`src/rtl/patch_post_column_decoder_unit_assert.svh`:
```
// assertion macros for the patch post column decoder
// each macro checks a property on the rising edge of clk, held off while rst_n is low
`ifndef PATCH_POST_COLUMN_DECODER_UNIT_ASSERT_SVH
`define PATCH_POST_COLUMN_DECODER_UNIT_ASSERT_SVH

`ifndef SYNTHESIS

// property must hold at every edge out of reset
`define PPCD_ASSERT(lbl, clk, rst_n, prop) \
    lbl: assert property (@(posedge clk) disable iff (!rst_n) (prop)) \
        else $error("ppcd assertion failed");

// expression must never be true out of reset
`define PPCD_NEVER(lbl, clk, rst_n, expr) \
    lbl: assert property (@(posedge clk) disable iff (!rst_n) !(expr)) \
        else $error("ppcd forbidden condition seen");

`else

`define PPCD_ASSERT(lbl, clk, rst_n, prop)
`define PPCD_NEVER(lbl, clk, rst_n, expr)

`endif

`endif

```
`src/rtl/ppcd_pkg.sv`:
```
`timescale 1ns / 1ps

package ppcd_pkg;

    // parse phase codes
    localparam logic [2:0] PH_TOP   = 3'd0;
    localparam logic [2:0] PH_LEN   = 3'd1;
    localparam logic [2:0] PH_PAD_A = 3'd2;
    localparam logic [2:0] PH_TEXEL = 3'd3;
    localparam logic [2:0] PH_PAD_B = 3'd4;
    localparam logic [2:0] PH_IDLE  = 3'd5;

    // column terminator in the top row position
    localparam logic [7:0] END_MARK = 8'hff;

    // configuration register indexes
    localparam logic CFG_OFFSET_Y       = 1'b0;
    localparam logic CFG_TEXTURE_HEIGHT = 1'b1;

    localparam logic [15:0] OFFSET_Y_RESET       = 16'd0;
    localparam logic [10:0] TEXTURE_HEIGHT_RESET = 11'd128;

    // one result word
    typedef struct packed {
        logic [15:0] write_address;
        logic [7:0]  texel_value;
        logic        column_end;
    } result_t;

endpackage

```
`src/rtl/patch_post_column_decoder_unit.sv`:
```
`timescale 1ns / 1ps
// flow: an accepted word is held in the input register and parsed into the result register when
//   that register is free or being emptied; the result register drives the texel write channel
// throughput: one stream word per cycle unless the output blocks, set by the single parse stage
// reset: asynchronous, active low; parse phase returns to waiting for a top row,
//   texture_height to 128, patch_offset_y to 0, both pipeline stages empty
`include "patch_post_column_decoder_unit_assert.svh"

module patch_post_column_decoder_unit (
    input  logic        clk,
    input  logic        rst_n,

    // configuration write port
    input  logic        cfg_write_en,
    input  logic        cfg_index,
    input  logic [15:0] cfg_data,

    // stream word channel
    input  logic        stream_valid,
    output logic        stream_ready,
    input  logic [7:0]  stream_byte,
    input  logic        column_start,
    input  logic [15:0] column_base,

    // texel write channel
    output logic        result_valid,
    input  logic        result_ready,
    output logic [15:0] write_address,
    output logic [7:0]  texel_value,
    output logic        column_end
);

    // configuration registers
    logic [15:0] offset_y_reg;
    logic [10:0] height_reg;

    // input register stage
    logic        in_valid_reg;
    logic [7:0]  in_byte_reg;
    logic        in_start_reg;
    logic [15:0] in_base_reg;

    // parser state
    logic [2:0]  phase_reg,  phase_next;
    logic [7:0]  top_reg,    top_next;
    logic [7:0]  left_reg,   left_next;
    logic [17:0] row_reg,    row_next;
    logic [15:0] base_reg,   base_next;

    // result register stage
    logic                 res_valid_reg, res_valid_next;
    ppcd_pkg::result_t    res_reg;
    ppcd_pkg::result_t    res_next;
    logic                 produce;

    logic        advance;
    logic [2:0]  eff_phase;
    logic [7:0]  left_dec;
    logic        row_in_window;

    // the parse stage moves when the result register is free or being emptied
    assign advance      = in_valid_reg && (!res_valid_reg || result_ready);
    assign stream_ready = !in_valid_reg || advance;

    // a column start abandons whatever post was in progress
    assign eff_phase = in_start_reg ? ppcd_pkg::PH_TOP : phase_reg;
    assign base_next = in_start_reg ? in_base_reg : base_reg;
    assign left_dec  = left_reg - 8'd1;

    // row must be non negative and below the texture height
    assign row_in_window = !row_reg[17] && (row_reg[16:0] < {6'd0, height_reg});

    always_comb
    begin
        phase_next = eff_phase;
        top_next   = top_reg;
        left_next  = left_reg;
        row_next   = row_reg;
        produce    = 1'b0;
        res_next.write_address = 16'd0;
        res_next.texel_value   = 8'd0;
        res_next.column_end    = 1'b0;
        case (eff_phase)
            ppcd_pkg::PH_TOP:
            begin
                if (in_byte_reg == ppcd_pkg::END_MARK)
                begin
                    // terminator: report end of column, then ignore words until a new start
                    produce             = 1'b1;
                    res_next.column_end = 1'b1;
                    phase_next          = ppcd_pkg::PH_IDLE;
                end
                else
                begin
                    top_next   = in_byte_reg;
                    phase_next = ppcd_pkg::PH_LEN;
                end
            end
            ppcd_pkg::PH_LEN:
            begin
                left_next  = in_byte_reg;
                // first row of the post: offset plus top row, sign extended
                row_next   = {{2{offset_y_reg[15]}}, offset_y_reg} + {10'd0, top_reg};
                phase_next = ppcd_pkg::PH_PAD_A;
            end
            ppcd_pkg::PH_PAD_A:
            begin
                phase_next = (left_reg == 8'd0) ? ppcd_pkg::PH_PAD_B : ppcd_pkg::PH_TEXEL;
            end
            ppcd_pkg::PH_TEXEL:
            begin
                if (row_in_window)
                begin
                    produce                = 1'b1;
                    res_next.write_address = base_next + row_reg[15:0];
                    res_next.texel_value   = in_byte_reg;
                end
                row_next  = row_reg + 18'd1;
                left_next = left_dec;
                if (left_dec == 8'd0)
                begin
                    phase_next = ppcd_pkg::PH_PAD_B;
                end
            end
            ppcd_pkg::PH_PAD_B:
            begin
                phase_next = ppcd_pkg::PH_TOP;
            end
            default:
            begin
                phase_next = ppcd_pkg::PH_IDLE;
            end
        endcase
    end

    // result valid is set by a parsed word that yields a texel write or the end of column, cleared when taken
    assign res_valid_next = advance ? produce : (res_valid_reg && !result_ready);

    // configuration
    always_ff @(posedge clk or negedge rst_n)
    begin
        if (!rst_n)
        begin
            offset_y_reg <= ppcd_pkg::OFFSET_Y_RESET;
            height_reg   <= ppcd_pkg::TEXTURE_HEIGHT_RESET;
        end
        else if (cfg_write_en)
        begin
            case (cfg_index)
                ppcd_pkg::CFG_OFFSET_Y:       offset_y_reg <= cfg_data;
                ppcd_pkg::CFG_TEXTURE_HEIGHT: height_reg   <= cfg_data[10:0];
                default:                      height_reg   <= height_reg;
            endcase
        end
    end

    // input stage control
    always_ff @(posedge clk or negedge rst_n)
    begin
        if (!rst_n)
        begin
            in_valid_reg <= 1'b0;
        end
        else if (stream_ready)
        begin
            in_valid_reg <= stream_valid;
        end
    end

    // input stage payload
    always_ff @(posedge clk)
    begin
        if (stream_valid && stream_ready)
        begin
            in_byte_reg  <= stream_byte;
            in_start_reg <= column_start;
            in_base_reg  <= column_base;
        end
    end

    // parser state, updated once per parsed word
    always_ff @(posedge clk or negedge rst_n)
    begin
        if (!rst_n)
        begin
            phase_reg <= ppcd_pkg::PH_TOP;
            top_reg   <= 8'd0;
            left_reg  <= 8'd0;
            row_reg   <= 18'd0;
            base_reg  <= 16'd0;
        end
        else if (advance)
        begin
            phase_reg <= phase_next;
            top_reg   <= top_next;
            left_reg  <= left_next;
            row_reg   <= row_next;
            base_reg  <= base_next;
        end
    end

    // result stage control
    always_ff @(posedge clk or negedge rst_n)
    begin
        if (!rst_n)
        begin
            res_valid_reg <= 1'b0;
        end
        else
        begin
            res_valid_reg <= res_valid_next;
        end
    end

    // result stage payload
    always_ff @(posedge clk)
    begin
        if (advance && produce)
        begin
            res_reg <= res_next;
        end
    end

    assign result_valid  = res_valid_reg;
    assign write_address = res_reg.write_address;
    assign texel_value   = res_reg.texel_value;
    assign column_end    = res_reg.column_end;

    // an end of column word carries no write
    `PPCD_ASSERT(a_end_word_empty, clk, rst_n, (result_valid && column_end) |-> (write_address == 16'd0 && texel_value == 8'd0))
    // the input side only stalls when both stages hold a word and the output is blocked
    `PPCD_NEVER(a_stall_cause, clk, rst_n, !stream_ready && !(in_valid_reg && res_valid_reg && !result_ready))
    // a parsed terminator leaves the parser idle
    `PPCD_ASSERT(a_end_goes_idle, clk, rst_n, (advance && produce && res_next.column_end) |=> (phase_reg == ppcd_pkg::PH_IDLE))

endmodule
```
`config.mk`:
```
export PLATFORM = sky130hd
export DESIGN_NAME = patch_post_column_decoder_unit
export DESIGN_NICKNAME = d
export VERILOG_FILES = /design/src/rtl/ppcd_pkg.sv /design/src/rtl/patch_post_column_decoder_unit.sv
export VERILOG_INCLUDE_DIRS = /design/src /design/src/rtl
export SDC_FILE = /design/constraint.sdc
export NUM_CORES = 1
export LEC_CHECK = 0
export BUFFER_PORTS_ARGS = -buffer_cell sky130_fd_sc_hd__buf_2
export CAP_MARGIN = 10
export CORE_MARGIN = 5
export CORE_UTILIZATION = 35
export CTS_BUF_LIST = sky130_fd_sc_hd__clkbuf_8
export DETAILED_ROUTE_END_ITERATION = 10
export PLACE_DENSITY_LB_ADDON = 0.25
export REMOVE_ABC_BUFFERS = 1
export SLEW_MARGIN = 20
export SYNTH_ARGS = -nofsm -noshare
export SYNTH_HDL_FRONTEND = slang
export SYNTH_SLANG_ARGS = --single-unit
```
`constraint.sdc`:
```
create_clock -name clk -period 2.8 [get_ports clk]
set_input_delay 0.28 -clock clk [delete_from_list [all_inputs] [get_ports clk]]
set_output_delay 0.28 -clock clk [all_outputs]
set_load 0.02 [all_outputs]
```
==> results_dict.tcl <==
set metrics [dict create \
    status "complete, no violations" \
    yosys_warnings 0 \
    synth_seq_cells 132 \
    drt_iter0_drc 269 \
    cp_top_family "compound AO/OA/AOI/OAI gates" \
    place_inst 1013 \
    grt_pass1_vias 5359 \
    largest_register_ffs 18 \
    clk_pin_slew_ps 80 \
    ys_types 68 \
    synthToLayoutAreaGrowth_pct 20.91 \
    critPathLaunchType "flip-flop" \
    track_usage_pct 14.85 \
    crit_required_ps 3000 \
    hold_depth 2 \
    rows 52 \
    instances_no_fill 1074 \
    setup_tns_ps 0 \
    critPathKind "flip-flop to flip-flop" \
    total_power_w 0.007435 \
    cp_max_fo 11 \
    r2r_start "in_start_reg$_DFFE_PP_" \
    cts_tree "yes" \
    synth_commonest_cells "dfrtp_1, mux2_2, nor2_1" \
    drive_above_1_share_pct 25.37 \
    worst_path_largest_cell_delay_ps 410 \
    grt_pass1_wl_um 28180 \
    fp.dieH_um 153.8 \
    place_ws_ps 17.80 \
    syn_area_sq_um 7241 \
    slowest_stage "edfxtp_1" \
    max_freq_ghz 0.3796 \
    initial_utilization_pct 35.67 \
    hold_end "offset_y_reg[15]$_DFFE_PN0P_" \
    finalWorstPathRequiredPeriod_ps 2634 \
    powerDensity_nw_per_um2 849.2 \
    yosys-top-cells-area "dfrtp_1, edfxtp_1, mux2_2" \
    synthesis.area_per_instance_sq_um 10.73 \
    min_period_over_period_pct 94.08 \
    dp_hpwl_um 12370 \
    die_area_sq_um 23660 \
    finClkSkew_ps 11.83 \
    clock-sinks 132 \
    peakVddDrop_v 0.0003151 \
    antenna_found_initial 0 \
    place_congestion 0.8491 \
    ant_nets 0 \
    num_vias 5401 \
    worst_slew_pin_slew_ps 670.1 \
    htreeDepth 4 \
    reg2reg_slack_ps 170 \
    cp_num_buf_inv 2 \
    postLayoutCoreUtil_pct 43.13 \
    nNetsFinal 877 \
    wl_per_cell_um 15.90 \
    root_buffer "clkbuf_8" \
    synthMostInstantiatedCell "dfrtp_1" \
    reg2reg_depth 11 \
    ys_seq_area_share_pct 49.09 \
    port_buffers 73 \
    synth_top_area_share_pct 27.99 \
    syn_inst 675 \
    drtPass1Iterations 5 \
    dieWidth_um 153.8 \
    viasPerCell 5.029 \
    synth_edf_count 50 \
    drv_slew 0 \
    gr-total-overflow 0 \
    num_antenna_cells 0 \
    clockBufferDepth 2 \
    postLayoutSetupSlackWorst_ps 165.7 \
    drc 0 \
    core_sq_um 20300 \
    maxCapViolCount 0 \
    clk_latency_ps 460 \
    crit_arrival_ps 2830 \
    crit_chain "buf_12, mux2_2, ha_4, inv_1, fa_2, nor2b_2, o31a_1, o21ai_0, o21ai_1, xnor2_1, nor2_1" \
    hold_viol_final 0 \
    setup_viol 0 \
    min_path_type "input port to flip-flop" \
    rr_endpoint "write_address[14]$_SDFFCE_PN0P_" \
    slew_headroom_pct 54.98 \
    io_pins 74 \
    ys.flop_type "dfrtp_1" \
    routed_wl_um 17080 \
    yosys.area.top_type "dfrtp_1" \
    end_kind "flip-flop" \
    leakagePower_nw 3.615 \
    hold_path_startpoint "cfg_data[15]" \
    cts_buffers 17 \
    ys_async_sr_fraction_pct 62.12 \
    grt_max_degree 47 \
]
[layer usage]
layer | share of wire [%] | vias to the layer above | track usage (%)
li1 | - | 2710 | -
met1 | 50 | 2573 | 21.19
met2 | 45 | 104 | 22.60
met3 | 3.9 | 14 | 3.682
met4 | 1.0 | 0 | 4.037
met5 | 0 | - | 0
[stage by stage]
step                      hold slack, ps  instance area (sq um)
after floorplan                   -15.59                   7133
after global placement             283.2                   8011
after detailed placement           279.9                   8011
after CTS                          28.66                   8710
after global routing               25.84                   8755
final                              53.42                   8755
[layout by cell type (no fill, tap or decap), types with 18 or more instances in the layout]
cell type      Yosys  final
dfrtp_1           81     81
dlygate4sd3_1      0     26
edfxtp_1          50     50
nor2_1            60     60
o21ai_0           45     42
buf_4              0     19
mux2_2            61     61
inv_1             37     37
a21oi_1           45     45
nand2_1           46     46
buf_2             11     72
nor3_1            18     18
ha_1              37     36
[what timing repair did]
action / 4_1_cts / 5_1_grt
setup endpoints to repair: 0 / 5
hold endpoints to repair: 60 / 0
buffers inserted: 0 / 3
hold buffers: 26 / 0
resized for setup: 0 / 10
[cell type report]
cell class	count	area [sq um]
fill	1982	11540
sequential	132	3555
multi-input combinational	483	3462
timing repair buffer	120	823.3
tap	270	337.8
clock buffer	17	234.0
clock inverter	15	203.9
inverter	37	138.9
[power by group]
group,switching [W],internal [W]
sequential,0.000476,0.00236
combinational,0.00151,0.00129
clock,0.000816,0.000976
total,0.00280,0.00463
[worst reg2reg max path, stage by stage, from the launching register on]
cell      delay, ps
edfxtp_1        410
buf_12          160
mux2_2          380
ha_4            170
inv_1            70
fa_2            200
nor2b_2          50
o31a_1          310
o21ai_0         300
o21ai_1         130
xnor2_1         140
nor2_1           60
[cells by family after synthesis]
kind of cell	after synthesis	share of synthesized area (%)
AND/OR/NAND/NOR	198	13.32
AO/OA/AOI/OAI	158	14.39
flip-flops	132	49.09
multiplexers	66	10.18
buffers and inverters	60	3.404
adder cells (fa/ha/maj)	39	6.947
XOR/XNOR	22	2.661
[worst max-delay path by stage]
stage / slack [ps] / depth (start not counted) / to / startpoint
2_1_floorplan: -480 / 4 / column_end$_SDFFCE_PN0P_ / in_start_reg$_DFFE_PP_
3_3_place_gp: 100 / 11 / write_address[10]$_SDFFCE_PN0P_ / in_start_reg$_DFFE_PP_
4_1_cts: 3 / 11 / write_address[10]$_SDFFCE_PN0P_ / in_start_reg$_DFFE_PP_
3_5_place_dp: 20 / 11 / write_address[10]$_SDFFCE_PN0P_ / in_start_reg$_DFFE_PP_
6_report: 170 / 11 / write_address[14]$_SDFFCE_PN0P_ / in_start_reg$_DFFE_PP_
5_1_grt: -3 / 11 / write_address[12]$_SDFFCE_PN0P_ / in_start_reg$_DFFE_PP_
Power figures use the tool's default switching activity.
